File: src/rtl/assert_macros.svh
// Assertion helper macros shared by the RTL modules.
// No dependencies; included by files that carry concurrent assertions.
`ifndef ASSERT_MACROS_SVH
`define ASSERT_MACROS_SVH

// Property checked at every rising edge outside reset.
`define ASSERT_PROP(lbl, clk, rst, prop) \
   lbl: assert property (@(posedge clk) disable iff (rst) prop) \
      else $error("assertion failed");

// Condition that must never be seen outside reset.
`define ASSERT_NEVER(lbl, clk, rst, cond) \
   lbl: assert property (@(posedge clk) disable iff (rst) !(cond)) \
      else $error("forbidden condition seen");

`endif

File: src/rtl/msp_enc_pkg.sv
// Shared types, constants and byte functions of the MSP RC frame encoder.
// No dependencies; used by the interfaces, the sequencer and the top level.
package msp_enc_pkg;

   localparam int unsigned CHAN_W     = 16;
   localparam int unsigned BYTE_W     = 8;
   localparam int unsigned CSR_IDX_W  = 2;
   localparam int unsigned CSR_DATA_W = 2;

   // register indexes
   localparam logic [CSR_IDX_W-1:0] REG_VERSION = 2'd0;
   localparam logic [CSR_IDX_W-1:0] REG_ORDER   = 2'd1;

   // protocol versions
   localparam logic [1:0] VER_V1 = 2'd1;
   localparam logic [1:0] VER_V2 = 2'd2;

   localparam logic [7:0] MSP_SYNC0     = 8'h24;
   localparam logic [7:0] MSP_SYNC_V1   = 8'h4d;
   localparam logic [7:0] MSP_SYNC_V2   = 8'h58;
   localparam logic [7:0] MSP_DIR_TO_FC = 8'h3c;
   localparam logic [7:0] MSP_CMD_RC    = 8'hc8;
   localparam logic [7:0] MSP_FLAG_V2   = 8'h00;
   localparam logic [7:0] CRC_POLY      = 8'hD5;
   localparam logic [7:0] CRC_TOPBIT    = 8'h80;

   // header positions
   localparam logic [2:0] HDR_CHK_POS  = 3'd3;
   localparam logic [2:0] HDR_LAST_V1  = 3'd4;
   localparam logic [2:0] HDR_LAST_V2  = 3'd7;

   typedef struct packed {
      logic [1:0] version;
      logic       order;
      logic       clear;
   } cfg_type;

   function automatic logic [7:0] crc8_update(input logic [7:0] crc, input logic [7:0] b);
      logic [7:0] c;
      c = crc ^ b;
      for (int k = 0; k < 8; k++) begin
         if ((c & CRC_TOPBIT) != 8'h00) begin
            c = (c << 1) ^ CRC_POLY;
         end else begin
            c = c << 1;
         end
      end
      return c;
   endfunction

   function automatic logic [7:0] hdr_byte(input logic v2, input logic [2:0] pos,
                                           input logic [7:0] size_lo,
                                           input logic [7:0] size_hi);
      logic [7:0] b;
      b = 8'h00;
      if (v2) begin
         case (pos)
            3'd0: b = MSP_SYNC0;
            3'd1: b = MSP_SYNC_V2;
            3'd2: b = MSP_DIR_TO_FC;
            3'd3: b = MSP_FLAG_V2;
            3'd4: b = MSP_CMD_RC;
            3'd5: b = 8'h00;
            3'd6: b = size_lo;
            default: b = size_hi;
         endcase
      end else begin
         case (pos)
            3'd0: b = MSP_SYNC0;
            3'd1: b = MSP_SYNC_V1;
            3'd2: b = MSP_DIR_TO_FC;
            3'd3: b = size_lo;
            default: b = MSP_CMD_RC;
         endcase
      end
      return b;
   endfunction

endpackage

File: src/rtl/msp_enc_if.sv
// Valid/ready channel interfaces of the MSP RC frame encoder.
// Depends on msp_enc_pkg for payload widths.
interface msp_enc_req_if;
   logic                              valid;
   logic                              ready;
   logic [msp_enc_pkg::CHAN_W-1:0]    channel_value;
   modport source (output valid, output channel_value, input ready);
   modport sink   (input valid, input channel_value, output ready);
endinterface

interface msp_enc_rsp_if;
   logic                              valid;
   logic                              ready;
   logic [msp_enc_pkg::BYTE_W-1:0]    out_byte;
   logic                              run_last;
   logic                              frame_end;
   modport source (output valid, output out_byte, output run_last, output frame_end,
                   input ready);
   modport sink   (input valid, input out_byte, input run_last, input frame_end,
                   output ready);
endinterface

interface msp_enc_csr_if;
   logic                                 valid;
   logic                                 ready;
   logic [msp_enc_pkg::CSR_IDX_W-1:0]    index;
   logic [msp_enc_pkg::CSR_DATA_W-1:0]   data;
   modport source (output valid, output index, output data, input ready);
   modport sink   (input valid, input index, input data, output ready);
endinterface

File: src/rtl/msp_rc_frame_encoder_top.sv
// Top level of the MSP set-raw-RC frame encoder: register port and byte sequencer.
// Depends on msp_enc_pkg, msp_enc_if and msp_enc_seq.
//
// Usage:
//   req_chan carries one RC channel value per request, in frame order (roll, pitch,
//   yaw, throttle, aux...). rsp_chan returns the frame one byte per transfer, with
//   run_last on the last byte caused by a request and frame_end on the checksum byte.
//   csr_chan writes register 0 (version: 1 = MSP v1/XOR, 2 = MSP v2/CRC-8) and
//   register 1 (0 = channel high byte first, 1 = low byte first); any write to
//   either register restarts the frame. Write registers only while the block is idle.
// Timing:
//   The first byte of a request passes the input register, then the byte register.
//   The sequencer emits one byte per cycle unless rsp_chan stalls: two bytes for a
//   middle channel, plus 5 (v1) or 8 (v2) header bytes on the first, one checksum
//   byte on the last. The next request is taken as the current emits its last byte.
// Reset puts the block at version 1, high byte first, at the start of a frame;
// both ready outputs stay low while reset is high.
// A stalled receiver holds the byte register; one request waits in the input
// register, then req_chan.ready falls. Requests under an unknown version are dropped.
module msp_rc_frame_encoder_top #(
   parameter int unsigned CHANNELS = 14
) (
   input  logic           clock,
   input  logic           reset,
   msp_enc_req_if.sink    req_chan,
   msp_enc_rsp_if.source  rsp_chan,
   msp_enc_csr_if.sink    csr_chan
);

   logic [1:0]           ver_ff, ver_in;
   logic                 order_ff, order_in;
   logic                 clear;
   logic                 csr_acc;
   msp_enc_pkg::cfg_type cfg;

   assign csr_chan.ready = !reset;
   assign csr_acc        = csr_chan.valid && csr_chan.ready;

   always_comb begin
      ver_in   = ver_ff;
      order_in = order_ff;
      clear    = 1'b0;
      if (csr_acc) begin
         unique case (csr_chan.index)
            msp_enc_pkg::REG_VERSION: begin
               ver_in = csr_chan.data[1:0];
               clear  = 1'b1;
            end
            msp_enc_pkg::REG_ORDER: begin
               order_in = csr_chan.data[0];
               clear    = 1'b1;
            end
            default: ;
         endcase
      end
   end

   always_ff @(posedge clock) begin
      if (reset) begin
         ver_ff   <= msp_enc_pkg::VER_V1;
         order_ff <= 1'b0;
      end else begin
         ver_ff   <= ver_in;
         order_ff <= order_in;
      end
   end

   assign cfg.version = ver_ff;
   assign cfg.order   = order_ff;
   assign cfg.clear   = clear;

   msp_enc_seq #(
      .CHANNELS (CHANNELS)
   ) u_seq (
      .clock    (clock),
      .reset    (reset),
      .cfg      (cfg),
      .req_chan (req_chan),
      .rsp_chan (rsp_chan)
   );

endmodule

File: src/rtl/msp_enc_seq.sv
// Byte sequencer: request register, frame position, running checksum, byte register.
// Depends on msp_enc_pkg, msp_enc_if and assert_macros.svh.
`include "assert_macros.svh"

module msp_enc_seq #(
   parameter int unsigned CHANNELS = 14
) (
   input  logic                 clock,
   input  logic                 reset,
   input  msp_enc_pkg::cfg_type cfg,
   msp_enc_req_if.sink          req_chan,
   msp_enc_rsp_if.source        rsp_chan
);

   localparam int unsigned IDX_W = (CHANNELS > 1) ? $clog2(CHANNELS) : 1;
   localparam int unsigned SIZE  = 2 * CHANNELS;
   localparam logic [7:0] SIZE_LO = 8'(SIZE);
   localparam logic [7:0] SIZE_HI = 8'(SIZE >> 8);
   localparam logic [IDX_W-1:0] LAST_IDX = IDX_W'(CHANNELS - 1);

   localparam logic [1:0] PH_HDR = 2'd0;
   localparam logic [1:0] PH_CH0 = 2'd1;
   localparam logic [1:0] PH_CH1 = 2'd2;
   localparam logic [1:0] PH_CHK = 2'd3;

   logic                                in_vld_ff, in_vld_in;
   logic [msp_enc_pkg::CHAN_W-1:0]      in_val_ff;
   logic [1:0]                          phase_ff, phase_in;
   logic [2:0]                          hpos_ff, hpos_in;
   logic [IDX_W-1:0]                    idx_ff, idx_in;
   logic [7:0]                          chk_ff, chk_in;
   logic                                out_vld_ff, out_vld_in;
   logic [7:0]                          out_byte_ff;
   logic                                out_last_ff, out_end_ff;

   logic       ver_ok, v2;
   logic [7:0] hi_byte, lo_byte, cur_byte;
   logic       cur_chk, cur_done, cur_end;
   logic [1:0] ph_next;
   logic [2:0] hpos_next;
   logic       adv, drop, finish, req_acc;

   assign ver_ok  = (cfg.version == msp_enc_pkg::VER_V1) ||
                    (cfg.version == msp_enc_pkg::VER_V2);
   assign v2      = (cfg.version == msp_enc_pkg::VER_V2);
   assign hi_byte = in_val_ff[15:8];
   assign lo_byte = in_val_ff[7:0];

   always_comb begin
      cur_byte  = 8'h00;
      cur_chk   = 1'b0;
      cur_done  = 1'b0;
      cur_end   = 1'b0;
      ph_next   = phase_ff;
      hpos_next = hpos_ff;
      unique case (phase_ff)
         PH_HDR: begin
            cur_byte = msp_enc_pkg::hdr_byte(v2, hpos_ff, SIZE_LO, SIZE_HI);
            cur_chk  = (hpos_ff >= msp_enc_pkg::HDR_CHK_POS);
            if ((v2 && hpos_ff == msp_enc_pkg::HDR_LAST_V2) ||
                (!v2 && hpos_ff == msp_enc_pkg::HDR_LAST_V1)) begin
               ph_next = PH_CH0;
            end else begin
               hpos_next = hpos_ff + 3'd1;
            end
         end
         PH_CH0: begin
            cur_byte = cfg.order ? lo_byte : hi_byte;
            cur_chk  = 1'b1;
            ph_next  = PH_CH1;
         end
         PH_CH1: begin
            cur_byte = cfg.order ? hi_byte : lo_byte;
            cur_chk  = 1'b1;
            if (idx_ff == LAST_IDX) begin
               ph_next = PH_CHK;
            end else begin
               cur_done = 1'b1;
            end
         end
         PH_CHK: begin
            cur_byte = chk_ff;
            cur_done = 1'b1;
            cur_end  = 1'b1;
         end
         default: ;
      endcase
   end

   // an unknown version consumes the request without output
   assign adv    = in_vld_ff && ver_ok && (!out_vld_ff || rsp_chan.ready);
   assign drop   = in_vld_ff && !ver_ok;
   assign finish = drop || (adv && cur_done);

   assign req_chan.ready = !reset && (!in_vld_ff || finish);
   assign req_acc        = req_chan.valid && req_chan.ready;

   always_comb begin
      idx_in = idx_ff;
      chk_in = chk_ff;
      if (cfg.clear) begin
         idx_in = '0;
         chk_in = 8'h00;
      end else if (adv) begin
         if (phase_ff == PH_CHK) begin
            idx_in = '0;
            chk_in = 8'h00;
         end else begin
            if (cur_chk) begin
               chk_in = v2 ? msp_enc_pkg::crc8_update(chk_ff, cur_byte) : (chk_ff ^ cur_byte);
            end
            if (phase_ff == PH_CH1 && idx_ff != LAST_IDX) begin
               idx_in = idx_ff + 1'b1;
            end
         end
      end
   end

   always_comb begin
      in_vld_in = in_vld_ff;
      phase_in  = phase_ff;
      hpos_in   = hpos_ff;
      if (finish) begin
         in_vld_in = 1'b0;
      end
      if (adv) begin
         phase_in = ph_next;
         hpos_in  = hpos_next;
      end
      // a new request opens a frame when the position is back at zero
      if (req_acc) begin
         in_vld_in = 1'b1;
         phase_in  = (idx_in == '0) ? PH_HDR : PH_CH0;
         hpos_in   = 3'd0;
      end
      out_vld_in = out_vld_ff;
      if (rsp_chan.ready) begin
         out_vld_in = 1'b0;
      end
      if (adv) begin
         out_vld_in = 1'b1;
      end
   end

   always_ff @(posedge clock) begin
      if (reset) begin
         in_vld_ff  <= 1'b0;
         phase_ff   <= PH_HDR;
         hpos_ff    <= 3'd0;
         idx_ff     <= '0;
         chk_ff     <= 8'h00;
         out_vld_ff <= 1'b0;
      end else begin
         in_vld_ff  <= in_vld_in;
         phase_ff   <= phase_in;
         hpos_ff    <= hpos_in;
         idx_ff     <= idx_in;
         chk_ff     <= chk_in;
         out_vld_ff <= out_vld_in;
      end
   end

   always_ff @(posedge clock) begin
      if (req_acc) begin
         in_val_ff <= req_chan.channel_value;
      end
      if (adv) begin
         out_byte_ff <= cur_byte;
         out_last_ff <= cur_done;
         out_end_ff  <= cur_end;
      end
   end

   assign rsp_chan.valid     = out_vld_ff;
   assign rsp_chan.out_byte  = out_byte_ff;
   assign rsp_chan.run_last  = out_last_ff;
   assign rsp_chan.frame_end = out_end_ff;

   `ASSERT_PROP(a_end_is_last, clock, reset, (out_vld_ff && out_end_ff) |-> out_last_ff)
   `ASSERT_PROP(a_hdr_at_start, clock, reset, (in_vld_ff && phase_ff == PH_HDR) |-> (idx_ff == '0))
   `ASSERT_PROP(a_idle_chk_clear, clock, reset, (!in_vld_ff && idx_ff == '0) |-> (chk_ff == 8'h00))
   `ASSERT_NEVER(a_idx_range, clock, reset, idx_ff > LAST_IDX)

endmodule
File: src/flat_wrapper.sv
// flat-port wrapper written by rule: the top's interface ports become plain ports
module msp_rc_frame_encoder_top_flat 
#(
   parameter int unsigned CHANNELS = 14
)
  (clock, reset, req_chan_valid, req_chan_channel_value, req_chan_ready, rsp_chan_valid, rsp_chan_out_byte, rsp_chan_run_last, rsp_chan_frame_end, rsp_chan_ready, csr_chan_valid, csr_chan_index, csr_chan_data, csr_chan_ready);
  msp_enc_req_if req_chan_i ();
  msp_enc_rsp_if rsp_chan_i ();
  msp_enc_csr_if csr_chan_i ();
  input  logic clock;
  input  logic reset;
  input wire logic [$bits(req_chan_i.valid)-1:0] req_chan_valid;
  input wire logic [$bits(req_chan_i.channel_value)-1:0] req_chan_channel_value;
  output wire logic [$bits(req_chan_i.ready)-1:0] req_chan_ready;
  output wire logic [$bits(rsp_chan_i.valid)-1:0] rsp_chan_valid;
  output wire logic [$bits(rsp_chan_i.out_byte)-1:0] rsp_chan_out_byte;
  output wire logic [$bits(rsp_chan_i.run_last)-1:0] rsp_chan_run_last;
  output wire logic [$bits(rsp_chan_i.frame_end)-1:0] rsp_chan_frame_end;
  input wire logic [$bits(rsp_chan_i.ready)-1:0] rsp_chan_ready;
  input wire logic [$bits(csr_chan_i.valid)-1:0] csr_chan_valid;
  input wire logic [$bits(csr_chan_i.index)-1:0] csr_chan_index;
  input wire logic [$bits(csr_chan_i.data)-1:0] csr_chan_data;
  output wire logic [$bits(csr_chan_i.ready)-1:0] csr_chan_ready;
  assign req_chan_i.valid = req_chan_valid;
  assign req_chan_i.channel_value = req_chan_channel_value;
  assign req_chan_ready = req_chan_i.ready;
  assign rsp_chan_valid = rsp_chan_i.valid;
  assign rsp_chan_out_byte = rsp_chan_i.out_byte;
  assign rsp_chan_run_last = rsp_chan_i.run_last;
  assign rsp_chan_frame_end = rsp_chan_i.frame_end;
  assign rsp_chan_i.ready = rsp_chan_ready;
  assign csr_chan_i.valid = csr_chan_valid;
  assign csr_chan_i.index = csr_chan_index;
  assign csr_chan_i.data = csr_chan_data;
  assign csr_chan_ready = csr_chan_i.ready;
  msp_rc_frame_encoder_top #(.CHANNELS(CHANNELS)) u_core (.clock(clock), .reset(reset), .req_chan(req_chan_i), .rsp_chan(rsp_chan_i), .csr_chan(csr_chan_i));
endmodule
File: config.mk
export PLATFORM = sky130hd
export DESIGN_NAME = msp_rc_frame_encoder_top_flat
export DESIGN_NICKNAME = d
export VERILOG_FILES = /design/src/rtl/msp_enc_pkg.sv /design/src/rtl/msp_enc_if.sv /design/src/rtl/msp_rc_frame_encoder_top.sv /design/src/rtl/msp_enc_seq.sv /design/src/flat_wrapper.sv
export VERILOG_INCLUDE_DIRS = /design/src /design/src/rtl
export SDC_FILE = /design/constraint.sdc
export NUM_CORES = 1
export LEC_CHECK = 0
export BUFFER_PORTS_ARGS = -buffer_cell sky130_fd_sc_hd__buf_2
export CORE_MARGIN = 2
export CORE_UTILIZATION = 39
export DETAILED_ROUTE_END_ITERATION = 10
export MAX_ROUTING_LAYER = met4
export SETUP_SLACK_MARGIN = 0.05
export SLEW_MARGIN = 40
export SYNTH_ARGS = -nofsm -noshare
export SYNTH_HDL_FRONTEND = slang
export SYNTH_SLANG_ARGS = --single-unit
File: constraint.sdc
create_clock -name clock -period 3.8 [get_ports clock]
set_input_delay 0.19 -clock clock [delete_from_list [all_inputs] [get_ports clock]]
set_output_delay 0.19 -clock clock [all_outputs]
set_load 0.05 [all_outputs]
==> flow_summary.yaml, run 1 <==
logic_synthesis:
  yosysWarnings: 0
  yosysSeqAreaShare: 0.4062
  syn_inst: 320
  syn_area_per_cell_um2: 9.396
  async_flop_share: 0
  synth-edff-count: 26
  ys.flop_type: "edfxtp_1"
  synth-seq-cells: 48
  syn-num-nets: 359
  ys_types: 64
  synth_area_um2: 3007
flow_run:
  drv_cap: 0
timing:
  timing.hold.ws_ps: 53.47
  skew_ps: 4.137
  relSlewSlack: 0.6037
  slew_viol_final: 0
  finalCritPeriodShare: 0.8606
  layout_min_cycle_time_ps: 3270
  setup_violations: 0
  tightest_slew_ps: 593.8
  max_freq_mhz: 305.8
  hold_viol_final: 0
  rsz0062_at_grt: "no"
  setup_tns_ps: 0
finish:
  layout-drive-gt1-share: 0.1927
  design_area_um2: 3405
  fin_cells: 460
  fillers: 761
  area_growth_syn_to_layout_pct: 13.23
  finalNetCount: 396
  antenna_cells: 0
pwr:
  ir_drop_uv: 161.0
  leakage_nw: 1.329
  power.density_nw_per_um2: 399.3
detailed_routing:
  drt_iter0_drc: 170
  drc: 0
  vias: 2377
  drt-wirelength-per-cell_um: 13.76
  drtPass1Iterations: 4
  wl_mm: 6.331
  ant_nets: 0
  vias_per_cell: 5.167
critical_path:
  crit_path_max_fanout: 13
  cp_top_family: "compound AO/OA/AOI/OAI gates"
  reg2reg_from: "u_core.u_seq.hpos_ff[2]$_SDFFE_PP0P_"
  crit_required_ps: 4000
  crit_start: "u_core.u_seq.hpos_ff[2]$_SDFFE_PP0P_"
  max_stage_delay_ps: 560
  path_cells: "inv_1 -> ha_1 -> or2_1 -> a21o_1 -> and3_4 -> a311oi_4 -> xor3_2 -> mux2i_1 -> xnor2_1 -> nor3_1 -> a211o_1"
  cp.buffers_inverters: 1
  crit_path_start_kind: "flop"
  crit_path_end_kind: "flop"
  cp.arrival_ps: 3470
  cpMaxStageDelayCell: "dfxtp_1"
  crit_type: "flop to flop"
die:
  ioPinCount: 38
  initial_core_util: 0.3952
  die_w_um: 91.80
  die_h_um: 91.80
  die-area_um2: 8427
  rows: 32
  core-area_um2: 7607
placed_design:
  hpwlAfterDp_mm: 4.817
  placed_area_um2: 3289
  dp_cells: 452
  io_buffers: 37
  gp_congestion: 0.8095
clocking:
  cts_tree: "built"
  post_cts_buffers: 0
  h-tree-depth: 2
  cts_buffers: 5
  cts_root_buf: "clkbuf_8"
  clk_latency_ps: 300
  cts_hold_buf: 0
  postCtsResizedCells: 0
  clkSlewWorstSetupHoldPaths_ps: 90
  clock-sinks: 48
  clockBufferDepth: 2
hold_path:
  hp-start: "req_chan_channel_value[1]"
  worstHoldPathType: "primary input to flop"
status:
  status: "complete, no violations"
global_route:
  grt_antenna_before_repair: 0
  grt_max_degree: 18
  grt_pass1_vias: 2132
  grt_pass1_wl_mm: 10.46
  grt_use_total: 0.1590
  grt_overflow_total: 0
-- worst register-to-register path: cells and delay by family, from the launching register on --
family / cells / cell delay [ps]
adders and majority gates: 1 / 260
DFF: 1 / 560
and+or+nand+nor: 3 / 500
muxes: 1 / 200
xor gates and xnor gates: 2 / 620
buffers and inverters: 1 / 190
AOI/OAI and AO/OA: 3 / 840
-- per-stage QoR --
| stage | setup slack [ps] | util | power [mW] |
|---|---|---|---|
| 6_report | 529.8 | 0.4475 | 1.359 |
| 5_1_grt | 285.4 | 0.4475 | 1.434 |
| 4_1_cts | 520.2 | 0.4475 | 1.374 |
| 3_5_place_dp | 553.9 | 0.4324 | 0.9881 |
| 3_3_place_gp | 671.0 | 0.4324 | 0.9818 |
| 2_1_floorplan | 699.3 | - | 0.9096 |
-- registers in the layout, summed over array words and instances (netlist names), 2 cells and up --
name	count
u_core.u_seq.chk_ff	8
u_core.u_seq.hpos_ff	3
u_core.u_seq.idx_ff	4
u_core.u_seq.in_val_ff	16
u_core.u_seq.phase_ff	2
u_core.u_seq.rsp_chan.out_byte	8
u_core.ver_ff	2
-- per-layer routing --
layer / global-route usage / part of all wire
met5: - / 0
met4: 0.04229 / 0.011
met3: 0.02465 / 0.031
met2: 0.2390 / 0.46
met1: 0.2250 / 0.50
-- cell usage after synthesis, types with 2 or more instances --
| cell type | n | area, um^2 |
|---|---|---|
| mux2_2 | 3 | 33.78 |
| nor2_1 | 34 | 127.6 |
| a21oi_1 | 30 | 150.1 |
| edfxtp_1 | 26 | 780.8 |
| a211oi_1 | 6 | 45.04 |
| xor2_1 | 8 | 70.07 |
| a22oi_1 | 8 | 60.06 |
| a221oi_1 | 4 | 35.03 |
| a31oi_1 | 2 | 12.51 |
| ha_1 | 14 | 175.2 |
| nor2b_1 | 2 | 12.51 |
| and3_1 | 3 | 18.77 |
| a211o_1 | 2 | 17.52 |
| nand3_1 | 4 | 20.02 |
| dfxtp_1 | 22 | 440.4 |
| nand2b_1 | 5 | 31.28 |
| clkbuf_8 | 2 | 27.53 |
| xnor2_1 | 10 | 87.58 |
| clkbuf_1 | 7 | 26.28 |
| nand2_1 | 26 | 97.59 |
| nand4_1 | 2 | 12.51 |
| mux2i_1 | 10 | 100.1 |
| nor3_1 | 8 | 40.04 |
| o211ai_1 | 3 | 22.52 |
| buf_2 | 2 | 10.01 |
| or2_2 | 3 | 18.77 |
| and2_1 | 4 | 25.02 |
| o21ai_0 | 17 | 85.08 |
| buf_1 | 2 | 7.510 |
| inv_1 | 17 | 63.81 |
-- layout by cell type, fill, tap and decap left out, types with 10 or more instances in the layout --
cell type	instances
o21ai_0	17
nor2_1	34
inv_1	17
a21oi_1	30
edfxtp_1	26
buf_2	37
dfxtp_1	22
mux2i_1	10
xnor2_1	10
ha_1	14
nand2_1	26
-- final cells by class --
type,count,area (um^2),share of cell area
Clock buffer,5,68.82,0.02021
Clock inverter,3,46.29,0.01360
Inverter,18,67.56,0.01985
Multi-Input combinational cell,240,1635,0.4803
Sequential cell,48,1221,0.3587
Tap cell,102,127.6,0.03749
Timing Repair Buffer,44,237.7,0.06983
-- power breakdown --
group | switching (mW) | leakage (nW) | total [mW] | internal (mW)
clock | 0.182 | 0.0548 | 0.380 | 0.198
sequential | 0.0154 | 0.421 | 0.593 | 0.578
combinational | 0.222 | 0.853 | 0.386 | 0.164
-- logic make-up after synthesis --
logic type	Yosys count	synth area share
AO/OA/AOI/OAI	92	0.2102
XOR/XNOR	21	0.07366
adder cells (fa/ha/maj)	14	0.05826
buffers and inverters	32	0.04994
flip-flops	48	0.4062
multiplexers	13	0.04453
AND/OR/NAND/NOR	100	0.1573
-- worst paths after layout --
check | to | slack (ps) | cells past startpoint
setup / recovery | u_core.u_seq.chk_ff[3]$_SDFFE_PP0P_ | 530 | 11
hold / removal | u_core.u_seq.in_val_ff[1]$_DFFE_PP_ | 50 | 1
setup reg to reg | u_core.u_seq.chk_ff[3]$_SDFFE_PP0P_ | 530 | 11
hold reg to reg | u_core.ver_ff[1]$_SDFFE_PP0P_ | 500 | 2
(Power assumes the default switching activity.)
==> run 2, diff against run 1 <==
--- a/config.mk
+++ b/config.mk
@@ -7,11 +7,13 @@
 export NUM_CORES = 1
 export LEC_CHECK = 0
 export BUFFER_PORTS_ARGS = -buffer_cell sky130_fd_sc_hd__buf_2
-export CORE_MARGIN = 2
+export CAP_MARGIN = 10
+export CORE_MARGIN = 3
 export CORE_UTILIZATION = 39
 export DETAILED_ROUTE_END_ITERATION = 10
 export MAX_ROUTING_LAYER = met4
 export SETUP_SLACK_MARGIN = 0.05
+export SKIP_CTS_REPAIR_TIMING = 1
 export SLEW_MARGIN = 40
 export SYNTH_ARGS = -nofsm -noshare
 export SYNTH_HDL_FRONTEND = slang
==> run 2 against run 1 <==
Clock power is 2% lower. Via count is 1.3% higher. Worst setup slack worse by 47 ps. Non-clock buffer count is 1 lower. Flip-flop and latch count stayed put.
==> flow_summary.yaml, run 2 (synthesized netlist as in run 1, its figures left out) <==
clocking:
  clockBufferDepth: 2
  cts_root_buf: "clkbuf_8"
  cts_tree: "built"
  clk_latency_ps: 310
  cts_buffers: 5
  h-tree-depth: 2
  clkSlewWorstSetupHoldPaths_ps: 90
  clock-sinks: 48
global_route:
  busiest_layer: "met2"
  grt_overflow_total: 0
  grt_pass1_vias: 2180
  grt_max_degree: 19
  grt_util_met3: 0.02644
  grt_pass1_wl_mm: 10.42
  grt_antenna_before_repair: 0
  grt_use_total: 0.1542
  use_met1: 0.2133
  use_met2: 0.2312
pwr:
  switching_power_mw: 0.4105
  pwr-share-seq: 0.442
  pwr-share-clk: 0.276
  power.density_nw_per_um2: 397.3
  ir_drop_uv: 177.4
  finalPower_mw: 1.347
  switching_share: 0.3048
  leakage_nw: 1.323
  combPwrFrac: 0.282
  intPower_mw: 0.9362
finish:
  layout-drive-gt1-share: 0.1905
  top_register: "u_core.u_seq.in_val_ff"
  largest_reg_flops: 16
  final_util: 0.4599
  finalNetCount: 395
  layout_commonest_cell: "buf_2"
  design_area_um2: 3390
  antenna_cells: 0
  area_growth_syn_to_layout_pct: 12.73
  final_cell_mix: "buf_2, nor2_1, a21oi_1, nand2_1, edfxtp_1"
critical_path:
  max_stage_delay_ps: 570
  crit_path_start_kind: "flop"
  crit_path_max_fanout: 13
  reg2reg_depth: 11
  critPathCapture: "u_core.u_seq.chk_ff[3]$_SDFFE_PP0P_"
  crit_start: "u_core.u_seq.hpos_ff[2]$_SDFFE_PP0P_"
  reg2reg_from: "u_core.u_seq.hpos_ff[2]$_SDFFE_PP0P_"
  path_cells: "inv_1 -> ha_1 -> or2_1 -> a21o_1 -> and3_4 -> a311oi_4 -> xor3_2 -> mux2i_1 -> xnor2_1 -> nor3_1 -> a211o_1"
  r2r_slack_ps: 480
  crit_type: "flop to flop"
  cp.arrival_ps: 3520
  crit_path_end_kind: "flop"
  cpMaxStageDelayCell: "dfxtp_1"
  r2r-end: "u_core.u_seq.chk_ff[3]$_SDFFE_PP0P_"
  crit_required_ps: 4000
detailed_routing:
  wl_mm: 6.436
  drt_iter0_drc: 151
  drtPass1Iterations: 4
  drc: 0
  vias_per_cell: 5.281
  drt-wirelength-per-cell_um: 14.11
  vias: 2408
  ant_nets: 0
timing:
  setup_tns_ps: 0
  layout_min_cycle_time_ps: 3318
  relSlewSlack: 0.5571
  tightest_slew_ps: 663.5
  setup_violations: 0
  skew_ps: 9.177
  finalCritPeriodShare: 0.8731
  hold_viol_final: 0
  slew_viol_final: 0
  max_freq_mhz: 301.4
  rsz0062_at_grt: "no"
die:
  initial_core_util: 0.4080
  die_w_um: 93.80
  die-area_um2: 8798
  die_h_um: 93.80
  ioPinCount: 38
  core-area_um2: 7370
  rows: 31
placed_design:
  hpwlAfterDp_mm: 4.887
  placed_area_um2: 3278
  gp_congestion: 0.8907
  io_buffers: 37
hold_path:
  worstHoldPathType: "primary input to flop"
flow_run:
  drv_cap: 0
status:
  status: "complete, no violations"
## run 2: metrics by stage
| step | worst slack (ps) | cells | hold slack (ps) |
|---|---|---|---|
| after floorplan | 699.3 | 320 | 288.9 |
| after global placement | 646.9 | 448 | 366.1 |
| after detailed placement | 537.9 | 448 | 368.1 |
| after CTS | 505.2 | 456 | 43.45 |
| after global routing | 308.8 | 456 | 33.85 |
| final | 482.4 | 456 | 51.62 |
## run 2: worst min path at each step
stage / from / end / cells past startpoint
after floorplan: req_chan_channel_value[0] / u_core.u_seq.in_val_ff[0]$_DFFE_PP_ / 0
after global placement: req_chan_channel_value[5] / u_core.u_seq.in_val_ff[5]$_DFFE_PP_ / 1
after detailed placement: req_chan_channel_value[0] / u_core.u_seq.in_val_ff[0]$_DFFE_PP_ / 1
after CTS: req_chan_channel_value[0] / u_core.u_seq.in_val_ff[0]$_DFFE_PP_ / 1
after global routing: req_chan_channel_value[11] / u_core.u_seq.in_val_ff[11]$_DFFE_PP_ / 1
final: req_chan_channel_value[13] / u_core.u_seq.in_val_ff[13]$_DFFE_PP_ / 1
## run 2: power groups by stage
stage          sequential, mW  clock (mW)  combinational (mW)
6_report                0.595       0.372               0.380
5_1_grt                 0.599       0.405               0.409
3_5_place_dp            0.607           0               0.379
4_1_cts                 0.595       0.381               0.381
2_1_floorplan           0.638           0               0.271
3_3_place_gp            0.606           0               0.376
## run 2: area by class of cell
cell class	count	area, um^2
clock buffers	5	68.82
clock inverters	3	42.54
fillers	720	3980
inverters	18	67.56
multi-input cells	240	1635
flip-flops and latches	48	1221
well taps	99	123.9
repair buffers	43	230.2
## run 2: worst max-delay path: cells and delay by family (launching register included)
kind	cells	cell delay, ps
AO/OA/AOI/OAI	3	860
adder cells (fa/ha/maj)	1	260
AND/OR/NAND/NOR	3	520
XOR/XNOR	2	620
flip-flops	1	570
multiplexers	1	200
buffers and inverters	1	180
## run 2: metal layers
metal	up-vias	wire length, um
li1	1226	-
met1	1117	3147
met2	55	2902
met3	10	290
met4	0	95
met5	-	0
==> run 3, diff against run 2 <==
--- a/config.mk
+++ b/config.mk
@@ -6,11 +6,13 @@
 export SDC_FILE = /design/constraint.sdc
 export NUM_CORES = 1
 export LEC_CHECK = 0
+export ABC_AREA = 1
 export BUFFER_PORTS_ARGS = -buffer_cell sky130_fd_sc_hd__buf_2
 export CAP_MARGIN = 10
 export CORE_MARGIN = 3
 export CORE_UTILIZATION = 39
 export DETAILED_ROUTE_END_ITERATION = 10
+export GPL_TIMING_DRIVEN = 0
 export MAX_ROUTING_LAYER = met4
 export SETUP_SLACK_MARGIN = 0.05
 export SKIP_CTS_REPAIR_TIMING = 1
==> run 3 against run 2 <==
Utilization rose by 0.35 points. Flip-flop and latch count stayed put. Global-route usage is 1.5 points higher. Area after synthesis up 8.4%. Synthesized cell count rose by 40%. Fmax rose by 8.2%. Count of clock-buffer cells in the layout rose by 2. Hold slack improved by 1.3 ps. Register-to-register slack better by 250 ps. Critical endpoint is now u_core.u_seq.chk_ff[7]$_SDFFE_PP0P_. Sequential power fell by 3%. Final cell count rose by 30%.
==> flow_summary.yaml, run 3 <==
status:
  status: "complete, no violations"
timing:
  slew_viol_final: 0
  finalCritPeriodShare: 0.8065
  skew_ps: 8.667
  timing.hold.ws_ps: 52.94
  rsz0062_at_grt: "no"
  tightest_slew_ps: 685.4
  max_freq_mhz: 326.3
  setup_violations: 0
  setup_tns_ps: 0
  relSlewSlack: 0.5414
  layout_min_cycle_time_ps: 3065
  hold_viol_final: 0
  layout_setup_ws_ps: 735.2
clocking:
  cts_tree: "built"
  cts_root_buf: "clkbuf_8"
  clk_latency_ps: 300
  h-tree-depth: 2
  cts_buffers: 5
  clockBufferDepth: 2
  clock-sinks: 48
  clkSlewWorstSetupHoldPaths_ps: 90
finish:
  area_growth_syn_to_layout_pct: 12.71
  final_util: 0.4634
  antenna_cells: 0
  top_register: "u_core.u_seq.in_val_ff"
  layout_commonest_cell: "nand2_1"
  fin_cells: 594
  finalNetCount: 530
  design_area_um2: 3674
  final_cell_mix: "nand2_1, nand3_1, inv_1, buf_2, edfxtp_1"
  largest_reg_flops: 16
  fillers: 792
  layout-drive-gt1-share: 0.1951
logic_synthesis:
  synth-edff-count: 26
  ys_types: 39
  syn_inst: 448
  synth_area_um2: 3259
  syn_area_per_cell_um2: 7.275
  async_flop_share: 0
  synth.most_common_cell: "nand2_1"
  yosysSeqAreaShare: 0.3747
  ys.flop_type: "edfxtp_1"
  synth_common_cells: "nand2_1, nand3_1, inv_1"
  synth_top_cells_by_area: "edfxtp_1, nand2_1, dfxtp_1, nand3_1, inv_1"
  syn-num-nets: 487
  synth-seq-cells: 48
  yosysWarnings: 0
  yosys.area.top_type: "edfxtp_1"
  netlist.area_leader.share: 0.2395
global_route:
  grt_pass1_wl_mm: 12.95
  grt_max_degree: 18
  grt_pass1_vias: 2843
  grt_use_total: 0.1687
  use_met2: 0.2826
  grt_antenna_before_repair: 0
  use_met1: 0.2078
  grt_overflow_total: 0
  grt_util_met3: 0.03087
  busiest_layer: "met2"
die:
  rows: 32
  die-area_um2: 9491
  initial_core_util: 0.4111
  die_h_um: 97.42
  die_w_um: 97.42
  core-area_um2: 7928
  ioPinCount: 38
detailed_routing:
  drt_iter0_drc: 144
  vias_per_cell: 4.998
  ant_nets: 0
  drt-wirelength-per-cell_um: 12.56
  wl_mm: 7.459
  drtPass1Iterations: 5
  drc: 0
  vias: 2969
critical_path:
  crit_required_ps: 4040
  crit_path_max_fanout: 10
  reg2reg_depth: 21
  path_common_cell: "nand2_1"
  cp.buffers_inverters: 3
  crit_path_end_kind: "flop"
  reg2reg_from: "u_core.u_seq.phase_ff[0]$_SDFFE_PP0P_"
  path_cells: "inv_1 -> ha_1 -> buf_2 -> o21ai_0 -> nand2_1 -> nand2_1 -> nand2_1 -> nand3_1 -> nand3_1 -> nand2_2 -> inv_1 -> nand2_1 -> nand2_1 -> nand2_1 -> nand2_2 -> nand2_1 -> nand2_1 -> nand2_1 -> nand2_1 -> nand3_2 -> a21oi_2"
  r2r-end: "u_core.u_seq.chk_ff[7]$_SDFFE_PP0P_"
  max_stage_delay_ps: 360
  crit_path_start_kind: "flop"
  cpMaxStageDelayCell: "dfxtp_1"
  cp.arrival_ps: 3300
  r2r_slack_ps: 740
  cp_top_family: "simple AND/OR/NAND/NOR gates"
  crit_type: "flop to flop"
placed_design:
  gp_congestion: 0.8486
  placed_area_um2: 3567
  pre_cts_ws_ps: 803.0
  io_buffers: 36
  dp_cells: 586
  hpwlAfterDp_mm: 5.942
pwr:
  finalPower_mw: 1.480
  leakage_nw: 1.708
  power.density_nw_per_um2: 403.0
  ir_drop_uv: 229.7
hold_path:
  whs_path_depth: 1
  min_to: "u_core.u_seq.in_val_ff[12]$_DFFE_PP_"
  worstHoldPathType: "primary input to flop"
  hp-start: "req_chan_channel_value[12]"
flow_run:
  drv_cap: 0
run 3: changes by cell type in the layout (fill, tap and decap cells not counted), sizes merged, moves of 6 or more:
cell,previous run,this run
mux2i,10,0
inv,17,61
xnor2,11,1
a21oi,30,24
nand2,26,155
nand3,5,64
a22oi,9,0
nor2,34,26
run 3: cell families (layout without fill, tap and decap cells):
| group | Yosys count | in the layout | share of synthesized area |
|---|---|---|---|
| buf+inv | 71 | 115 | 0.08906 |
| simple gates | 256 | 256 | 0.3697 |
| fa+ha+maj | 14 | 14 | 0.05374 |
| xor+xnor | 6 | 6 | 0.01612 |
| flops | 48 | 48 | 0.3747 |
| compound gates | 53 | 53 | 0.09674 |
run 3: per-layer routing:
layer,part of all wire,vias to the layer above
li1,-,1535
met1,0.45,1367
met2,0.48,57
met3,0.053,10
met4,0.017,0
met5,0,-
run 3: power breakdown:
part	internal [mW]	switching (mW)
Clock	0.197	0.174
Combinational	0.166	0.363
Sequential	0.572	0.00758
run 3: cell type report:
cell class / count / area (um^2) / share of cell area
multi-input cells: 329 / 1748 / 0.4758
flip-flops and latches: 48 / 1221 / 0.3324
inverters: 61 / 231.5 / 0.06301
repair buffers: 36 / 180.2 / 0.04905
well taps: 102 / 127.6 / 0.03474
clock buffers: 7 / 76.32 / 0.02078
plain buffers: 10 / 58.81 / 0.01601
clock inverters: 1 / 30.03 / 0.008174
run 3: worst max-delay path by stage:
stage / depth (start not counted) / startpoint / slack, ps / endpoint
4_1_cts: 21 / u_core.u_seq.phase_ff[0]$_SDFFE_PP0P_ / 770 / u_core.u_seq.chk_ff[7]$_SDFFE_PP0P_
6_report: 21 / u_core.u_seq.phase_ff[0]$_SDFFE_PP0P_ / 740 / u_core.u_seq.chk_ff[7]$_SDFFE_PP0P_
5_1_grt: 21 / u_core.u_seq.phase_ff[0]$_SDFFE_PP0P_ / 340 / u_core.u_seq.chk_ff[7]$_SDFFE_PP0P_
3_3_place_gp: 21 / u_core.u_seq.phase_ff[0]$_SDFFE_PP0P_ / 830 / u_core.u_seq.chk_ff[7]$_SDFFE_PP0P_
3_5_place_dp: 21 / u_core.u_seq.phase_ff[0]$_SDFFE_PP0P_ / 800 / u_core.u_seq.chk_ff[7]$_SDFFE_PP0P_
2_1_floorplan: 11 / u_core.ver_ff[0]$_SDFFE_PP1P_ / 850 / u_core.u_seq.in_val_ff[0]$_DFFE_PP_
run 3: worst reg2reg max path: stages (launching register included):
cell	delay (ps)
dfxtp_1	360
inv_1	120
ha_1	290
buf_2	280
o21ai_0	250
nand2_1	180
nand2_1	60
nand2_1	190
nand3_1	130
nand3_1	100
nand2_2	110
inv_1	140
nand2_1	60
nand2_1	80
nand2_1	100
nand2_2	90
nand2_1	50
nand2_1	110
nand2_1	60
nand2_1	70
nand3_2	60
a21oi_2	120
